File: src/rtl/fpc_pkg.sv
// Package: shared types and constants for the fern posterior classifier.
`timescale 1ns / 1ps

package fpc_pkg;

    localparam int SCORE_W   = 20;
    localparam int WEIGHT_W  = 17;
    localparam int COUNT_W   = 16;
    localparam int LEAF_W    = 13;
    localparam int ENTRY_W   = WEIGHT_W + 2 * COUNT_W;
    localparam int TOTAL_W   = COUNT_W + 1;
    localparam int NUM_W     = 2 * COUNT_W;
    localparam int DIV_CNT_W = $clog2(NUM_W);
    localparam int S_DATA_W  = 16;
    localparam int M_DATA_W  = 24;
    localparam int CFG_IDX_W = 2;
    localparam int CFG_DATA_W = SCORE_W;

    localparam logic [CFG_IDX_W-1:0] CFG_POS_THRESH = 2'd0;
    localparam logic [CFG_IDX_W-1:0] CFG_NEG_THRESH = 2'd1;

    localparam logic [SCORE_W-1:0] THRESH_RESET = 20'd327680;
    localparam logic [COUNT_W-1:0] COUNT_MAX    = 16'hFFFF;

    typedef enum logic [3:0] {
        ST_CLEAR,
        ST_IDLE,
        ST_LOOKUP,
        ST_ACCUM,
        ST_DECIDE,
        ST_TR_READ,
        ST_TR_WAIT,
        ST_TR_DIV,
        ST_TR_WRITE,
        ST_EMIT
    } fpc_state_t;

    typedef struct packed {
        logic in_ready;
        logic clear_step;
        logic lookup;
        logic accum;
        logic decide;
        logic rd_train;
        logic load_div;
        logic div_step;
        logic wr_train;
        logic emit;
    } fpc_cmd_t;

    typedef struct packed {
        logic in_accept;
        logic in_last;
        logic pos_full;
        logic last_reg;
        logic train;
        logic div_last;
        logic train_last;
        logic clear_done;
        logic out_free;
    } fpc_status_t;

endpackage

File: src/rtl/fpc_controller.sv
// Controller: state machine sequencing clear, lookup, training and result delivery.
`timescale 1ns / 1ps

module fpc_controller (
    input  logic                 aclk,
    input  logic                 aresetn,
    input  fpc_pkg::fpc_status_t status,
    output fpc_pkg::fpc_cmd_t    cmd
);
    import fpc_pkg::*;

    fpc_state_t state_reg;
    fpc_state_t state_next;

    always_ff @(posedge aclk) begin
        if (!aresetn) begin
            state_reg <= ST_CLEAR;
        end else begin
            state_reg <= state_next;
        end
    end

    always_comb begin
        state_next = state_reg;
        cmd        = '0;
        unique case (state_reg)
            ST_CLEAR: begin
                cmd.clear_step = 1'b1;
                if (status.clear_done) begin
                    state_next = ST_IDLE;
                end
            end
            ST_IDLE: begin
                cmd.in_ready = 1'b1;
                if (status.in_accept) begin
                    if (!status.pos_full) begin
                        state_next = ST_LOOKUP;
                    end else if (status.in_last) begin
                        state_next = ST_DECIDE;
                    end
                end
            end
            ST_LOOKUP: begin
                cmd.lookup = 1'b1;
                state_next = ST_ACCUM;
            end
            ST_ACCUM: begin
                cmd.accum  = 1'b1;
                state_next = status.last_reg ? ST_DECIDE : ST_IDLE;
            end
            ST_DECIDE: begin
                cmd.decide = 1'b1;
                state_next = status.train ? ST_TR_READ : ST_EMIT;
            end
            ST_TR_READ: begin
                cmd.rd_train = 1'b1;
                state_next   = ST_TR_WAIT;
            end
            ST_TR_WAIT: begin
                cmd.load_div = 1'b1;
                state_next   = ST_TR_DIV;
            end
            ST_TR_DIV: begin
                cmd.div_step = 1'b1;
                if (status.div_last) begin
                    state_next = ST_TR_WRITE;
                end
            end
            ST_TR_WRITE: begin
                cmd.wr_train = 1'b1;
                state_next   = status.train_last ? ST_EMIT : ST_TR_READ;
            end
            ST_EMIT: begin
                if (status.out_free) begin
                    cmd.emit   = 1'b1;
                    state_next = ST_IDLE;
                end
            end
            default: state_next = ST_IDLE;
        endcase
    end

endmodule

File: config.mk
export PLATFORM = sky130hd
export DESIGN_NAME = fpc_controller
export DESIGN_NICKNAME = d
export VERILOG_FILES = /design/src/rtl/fpc_pkg.sv /design/src/rtl/fpc_controller.sv
export SDC_FILE = /design/constraint.sdc
export NUM_CORES = 1
export LEC_CHECK = 0
export CORE_AREA = 2 2 39 41
export CTS_CLUSTER_DIAMETER = 50
export DETAILED_ROUTE_END_ITERATION = 8
export DIE_AREA = 0 0 41 43
export DONT_BUFFER_PORTS = 1
export HOLD_SLACK_MARGIN = 0.02
export SLEW_MARGIN = 5
export SYNTH_ARGS = -nofsm -noshare
export SYNTH_HDL_FRONTEND = slang
export SYNTH_SLANG_ARGS = --single-unit
File: constraint.sdc
create_clock -name aclk -period 2.51 [get_ports aclk]
set_input_delay 0.1255 -clock aclk [delete_from_list [all_inputs] [get_ports aclk]]
set_output_delay 0.1255 -clock aclk [all_outputs]
set_load 0.005 [all_outputs]
==> metrics.md, run 1 <==
| Metric | Value |
|---|---|
| Mapped Area | `460.4 µm²` |
| Pre-CTS setup slack | `809.5 ps` |
| Buffers added on ports | `0` |
| Gr ovfl total | `0` |
| Max-cap violations | `0` |
| Final net count | `72` |
| Slew margin rel. | `about three fifths` |
| Met3 wire length | `75 µm` |
| PwrDens | `398.4 mW/mm²` |
| Comb power frac | `14.9%` |
| Vias in the first global route | `369` |
| Required time of the critical path | `2630 ps` |
| Syn_nets | `71` |
| First-pass GRT wire length | `1656 µm` |
| Initial antenna violation count | `0` |
| RSZ-0062 raised after global routing | `false` |
| CP Capture Type | `flop` |
| Fin crit share | `68.72%` |
| Antenna cells | `0` |
| Clk slew on worst S/H paths | `40 ps` |
| Via density | `5.907` |
| Leak pwr | `0.1796 nW` |
| Yosys cell types | `28` |
| Final setup viols | `0` |
| Critical path startpoint category | `flop` |
| Final Hold Viols | `0` |
| CTS tree | `done` |
| Detailed Routing Iterations Pass 1 | `4` |
| Peak supply drop | `255.4 µV` |
| Core area | `around 0.0014 mm²` |
| Net switching power figure | `between 50 and 60 µW` |
| Type of the most critical hold path | `input pin to flop` |
| Detailed placer's ending HPWL | `819.3 µm` |
| Resize count post-CTS | `0` |
| Clock power frac | `44.9%` |
| Row count | `14` |
| Critical Path Fanout Max | `12` |
| Fin Setup TNS | `0 ps` |
| Layout cells sized above 1 | `15.25%` |
| Total setup buffers inserted after CTS | `0` |
| Iteration-0 DRC Markers | `8` |
| Total GRT Usage | `13.96%` |
| Worst Skew | `9.145 ps` |
| FFs w/ async S/R, synth | `0%` |
| Met1 Wirelength | `441 µm` |
| Die Span Y | `43 µm` |
| Post-synthesis sequential area ratio | `17.39%` |
| Initial core utilization | `between 30% and 40%` |
| Max Clk Rate | `0.5797 GHz` |
| Commonest non-fill, non-tap cells in the layout | `nor2_1, nor3_1, nand2_1, inv_1, dfxtp_1` |
| DRT Wirelength | `1073 µm` |
| Top Metal Used | `met4` |
| Critical Path AT | `1850 ps` |
| Worst hold margin | `32.06 ps` |
| Worst skew pair latency | `240 ps` |
| Min Clock Period, post-route | `1725 ps` |
| I/O pins | `21` |
| Slew @ Worst Pin | `573.9 ps` |
| Number of H-tree levels | `1` |
| Vias | `approximately 440` |
| Die ar. | `0.001763 mm²` |
| Largest net degree at the start of global routing | `17` |
| Die width | `41 µm` |
| Status | `complete, no violations` |
| Worst-case clock buffer depth | `2` |
| Met2 routed WL | `535 µm` |
| Clk root buf | `clkbuf_4` |
| Slew Limit Fails | `0` |
| Seq cells post-synth | `4` |
| Commonest non-fill, non-tap cell in the layout | `nor2_1` |
| Post-route DRC | `0` |
| Gpl congestion | `between 0.6 and 0.7` |
| Post-Syn Instances | `60` |
| Post-synth EDFFs | `0` |
| Largest register FFs | `4` |
| Ys flop type | `dfxtp_1` |
| Pint | `between 100 and 150 µW` |
| Sequential power share | `40.1%` |
| Crit Path Category | `flop to flop` |
| Switch share | `27.65%` |
| DR WL/cell | `14.31 µm` |
| Cts bufs inserted | `3` |
| Synth-to-layout area growth | `0.5434%` |
| Synth Area per Inst | `7.674 µm²` |
| Post-DRT Antenna Nets | `0` |
| Setup WS post-layout | `roughly 790 ps` |
| Clock sink count | `4` |
| Synthesis warning total | `0` |
-- synth_stat cells (2+ instances only) --
master	count	area [µm²]
nand2_1	5	18.77
a32o_1	2	20.02
inv_1	4	15.01
nor3_1	7	35.03
dfxtp_1	4	80.08
or2b_1	2	15.01
buf_4	2	15.01
a21oi_1	3	15.01
buf_6	4	45.04
nor2_1	8	30.03
mux2_2	2	22.52
-- final cells by class --
type                            instances  area (µm²)
Clock buffer                            3       22.52
Fill cell                             151       920.9
Inverter                                4       15.01
Multi-Input combinational cell         46       305.3
Sequential cell                         4       80.08
Tap cell                               16       20.02
Timing Repair Buffer                    2       20.02
-- critical path, stage by stage, from the launching register on --
cell	delay (ps)
dfxtp_1	490
or2_0	520
nor3_1	160
a211o_1	310
o211a_1	130
-- power groups by stage --
stage | clock, mW | sequential (mW) | combinational [mW]
after floorplan | 0 | 0.0673 | 0.0339
after global placement | 0 | 0.0751 | 0.0241
after CTS | 0.0848 | 0.0738 | 0.0263
after detailed placement | 0 | 0.0749 | 0.0248
after global routing | 0.0862 | 0.0752 | 0.0303
final | 0.0829 | 0.0740 | 0.0275
-- what timing repair did --
| action | 4_1_cts | 5_1_grt |
|---|---|---|
| endpoints found under the setup margin | 0 | 0 |
| endpoints found under the hold margin | 2 | 1 |
| hold buffers | 1 | 1 |
-- worst paths after layout --
check	start	to	slack, ps	cells after the start
worst max-delay path	state_reg[1]$_SDFFE_PN0P_	state_reg[3]$_SDFFE_PN0P_	790	4
worst max register to register	state_reg[1]$_SDFFE_PN0P_	state_reg[3]$_SDFFE_PN0P_	790	4
worst min register to register	state_reg[3]$_SDFFE_PN0P_	state_reg[1]$_SDFFE_PN0P_	800	2
worst min-delay path	aresetn	state_reg[3]$_SDFFE_PN0P_	30	1
-- logic make-up after synthesis --
| kind of cell | Yosys count | synth area share [%] |
|---|---|---|
| buf+inv | 10 | 16.30 |
| simple gates | 28 | 30.71 |
| mux | 2 | 4.891 |
| compound gates | 16 | 30.71 |
| flops | 4 | 17.39 |
-- metrics by stage --
stage	utilization, %	total power [mW]	instance area [µm²]	instances
after floorplan	-	0.1012	460.4	60
after global placement	30.38	0.09926	420.4	70
after detailed placement	30.38	0.09962	420.4	70
after CTS	32.73	0.1849	452.9	74
after global routing	33.45	0.1917	462.9	75
final	33.45	0.1845	462.9	75
-- metal layers --
metal  GRT usage (%)  up-vias
met5               0        -
met4           8.000        0
met3           3.665        2
met2           19.69       14
met1           18.33      207
li1                -      220
Power figures use the tool's default switching activity.
==> run 2, diff against run 1 <==
==> constraint.sdc (replaced) <==
create_clock -name aclk -period 1.6 [get_ports aclk]
set_input_delay 0.08 -clock aclk [delete_from_list [all_inputs] [get_ports aclk]]
set_output_delay 0.08 -clock aclk [all_outputs]
set_load 0.005 [all_outputs]
==> metrics.md, run 2 (same netlist as run 1, synthesis figures left out) <==
| Metric | Value |
|---|---|
| Status | `complete, no violations (unchanged)` |
| Reg2Reg Capture Point | `state_reg[0]$_SDFFE_PN0P_ (was state_reg[3]$_SDFFE_PN0P_)` |
| Vias | `438 (was 443)` |
| Post-route DRC | `0 (unchanged)` |
| Slew Limit Fails | `0 (unchanged)` |
| Clk slew on worst S/H paths | `30 ps (was 40 ps)` |
| Layout cells sized above 1 | `24.62% (was 15.25%)` |
| RSZ-0062 raised after global routing | `false (unchanged)` |
| Required time of the critical path | `1700 ps (was 2630 ps)` |
| Peak supply drop | `331.6 µV (was 255.4 µV)` |
| Largest register FFs | `4 (unchanged)` |
| Crit Path Category | `flop to flop (unchanged)` |
| Pre-CTS setup slack | `105.9 ps (was 809.5 ps)` |
| Post-layout util | `36.53% (was 33.45%)` |
| Antenna cells | `0 (unchanged)` |
| Gr ovfl total | `0 (unchanged)` |
| Hold path start | `status[1] (was aresetn)` |
| Leak pwr | `0.2149 nW (was 0.1796 nW)` |
| Total setup buffers inserted after CTS | `0 (unchanged)` |
| Number of H-tree levels | `1 (unchanged)` |
| Iteration-0 DRC Markers | `2 (was 8)` |
| Detailed placer's ending HPWL | `868.3 µm (was 819.3 µm)` |
| Worst reg2reg path startpoint | `state_reg[0]$_SDFFE_PN0P_ (was state_reg[1]$_SDFFE_PN0P_)` |
| Detailed Routing Iterations Pass 1 | `4 (unchanged)` |
| End of the worst hold path | `state_reg[0]$_SDFFE_PN0P_ (was state_reg[3]$_SDFFE_PN0P_)` |
| Worst Skew | `2.130 ps (was 9.145 ps)` |
| Initial antenna violation count | `0 (unchanged)` |
| Clk root buf | `clkbuf_4 (unchanged)` |
| Max Clk Rate | `0.6796 GHz (was 0.5797 GHz)` |
| Critical Path Fanout Max | `14 (was 12)` |
| Critical path startpoint category | `flop (unchanged)` |
| Die width | `41 µm (unchanged)` |
| Hold path depth | `2 (was 1)` |
| Core area | `0.001384 mm² (unchanged)` |
| Slew @ Worst Pin | `512.8 ps (was 573.9 ps)` |
| Buffers added on ports | `0 (unchanged)` |
| Gpl congestion | `0.7581 (was 0.6928)` |
| Crit-path cells | `buf_4, inv_1, a22o_2, a21oi_1, a21oi_1 (was or2_0, nor3_1, a211o_1, o211a_1)` |
| Post-DRT Antenna Nets | `0 (unchanged)` |
| DRT Wirelength | `1103 µm (was 1073 µm)` |
| Worst-case clock buffer depth | `2 (unchanged)` |
| Final setup viols | `0 (unchanged)` |
| DR WL/cell | `13.62 µm (was 14.31 µm)` |
| Initial core utilization | `33.27% (unchanged)` |
| Final net count | `78 (was 72)` |
| R2R depth | `5 (was 4)` |
| Setup WS post-layout | `128.4 ps (was 785.1 ps)` |
| Final Hold Viols | `0 (unchanged)` |
| Clock sink count | `4 (unchanged)` |
| Via density | `5.407 (was 5.907)` |
| CP Capture Type | `flop (unchanged)` |
| CP max-delay cell | `dfxtp_1 (was or2_0)` |
| Flop2flop setup slack | `130 ps (was 790 ps)` |
| PwrDens | `570.8 mW/mm² (was 398.4 mW/mm²)` |
| Total GRT Usage | `15.46% (was 13.96%)` |
| Synth-to-layout area growth | `9.783% (was 0.5434%)` |
| Commonest non-fill, non-tap cells in the layout | `nor2_1, nor3_1, buf_4, nand2_1 (was nor2_1, nor3_1, nand2_1, inv_1, dfxtp_1)` |
| Fillers | `147 (was 151)` |
| CTS tree | `done (unchanged)` |
| I/O pins | `21 (unchanged)` |
| CP dominant cell by count | `a21oi_1` |
| Vias in the first global route | `429 (was 369)` |
| Commonest non-fill, non-tap cell in the layout | `nor2_1 (unchanged)` |
| Type of the most critical hold path | `input pin to flop (unchanged)` |
| Min Clock Period, post-route | `1472 ps (was 1725 ps)` |
| Largest net degree at the start of global routing | `15 (was 17)` |
| Fin Setup TNS | `0 ps (unchanged)` |
| Slew margin rel. | `65.76% (was 61.69%)` |
| Fin crit share | `91.97% (was 68.72%)` |
| First-pass GRT wire length | `1883 µm (was 1656 µm)` |
| Die Span Y | `43 µm (unchanged)` |
| Critical Path AT | `1570 ps (was 1850 ps)` |
| Max stage delay on crit path | `630 ps (was 520 ps)` |
| Die ar. | `0.001763 mm² (unchanged)` |
| Row count | `14 (unchanged)` |
| Cts bufs inserted | `3 (unchanged)` |
| Worst skew pair latency | `230 ps (was 240 ps)` |
| Max-cap violations | `0 (unchanged)` |
## run 2: metrics by stage
stage / instances / total power [mW] / hold slack (ps) / area [µm²]
2_1_floorplan: 60 / 0.1587 / 202.9 / 460.4
3_3_place_gp: 77 / 0.1635 / 207.4 / 473.0
3_5_place_dp: 77 / 0.1651 / 213.7 / 473.0
4_1_cts: 81 / 0.2977 / 45.20 / 505.5
5_1_grt: 81 / 0.3077 / 77.57 / 505.5
6_report: 81 / 0.2885 / 45.69 / 505.5
## run 2: area by class of cell
cell class | instances | area [µm²] | area share [%]
multi-input cells | 46 | 305.3 | 60.40
flip-flops and latches | 4 | 80.08 | 15.84
repair buffers | 8 | 62.56 | 12.38
clock buffers | 3 | 22.52 | 4.455
well taps | 16 | 20.02 | 3.960
inverters | 4 | 15.01 | 2.970
## run 2: power breakdown
part	switching (mW)	total [mW]	internal [mW]	leakage (nW)
clock	0.0380	0.122	0.0837	0.0138
combinational	0.0258	0.0530	0.0272	0.169
sequential	0.0105	0.114	0.103	0.0325
## run 2: worst max-delay path: cells and delay by family (launching register included)
kind                   cells  cell delay [ps]
AOI/OAI and AO/OA          3              440
buffers and inverters      2              260
DFF                        1              630
## run 2: layer usage
layer / GRT usage, % / vias to the layer above / routed length (µm) / part of all wire, %
li1: - / 229 / - / -
met1: 21.22 / 192 / 481 / 44
met2: 19.69 / 13 / 527 / 48
met3: 3.141 / 4 / 74 / 6.7
met4: 12.67 / 0 / 20 / 1.8
met5: 0 / - / 0 / 0
## run 2: worst max-delay path by stage
stage          slack [ps]                        end                       from  cells past startpoint
2_1_floorplan         180  state_reg[1]$_SDFFE_PN0P_  state_reg[2]$_SDFFE_PN0P_                      6
3_5_place_dp          110  state_reg[0]$_SDFFE_PN0P_  state_reg[1]$_SDFFE_PN0P_                      5
3_3_place_gp          120  state_reg[0]$_SDFFE_PN0P_  state_reg[1]$_SDFFE_PN0P_                      5
4_1_cts               100  state_reg[0]$_SDFFE_PN0P_  state_reg[1]$_SDFFE_PN0P_                      5
6_report              130  state_reg[0]$_SDFFE_PN0P_  state_reg[0]$_SDFFE_PN0P_                      5
5_1_grt                20  state_reg[3]$_SDFFE_PN0P_  state_reg[0]$_SDFFE_PN0P_                      4
## run 2: repair_timing
action | in CTS | in global routing
hold buffers | 1 | 0
setup endpoints to repair | 0 | 1
resized for setup | 0 | 1
hold endpoints to repair | 4 | 0
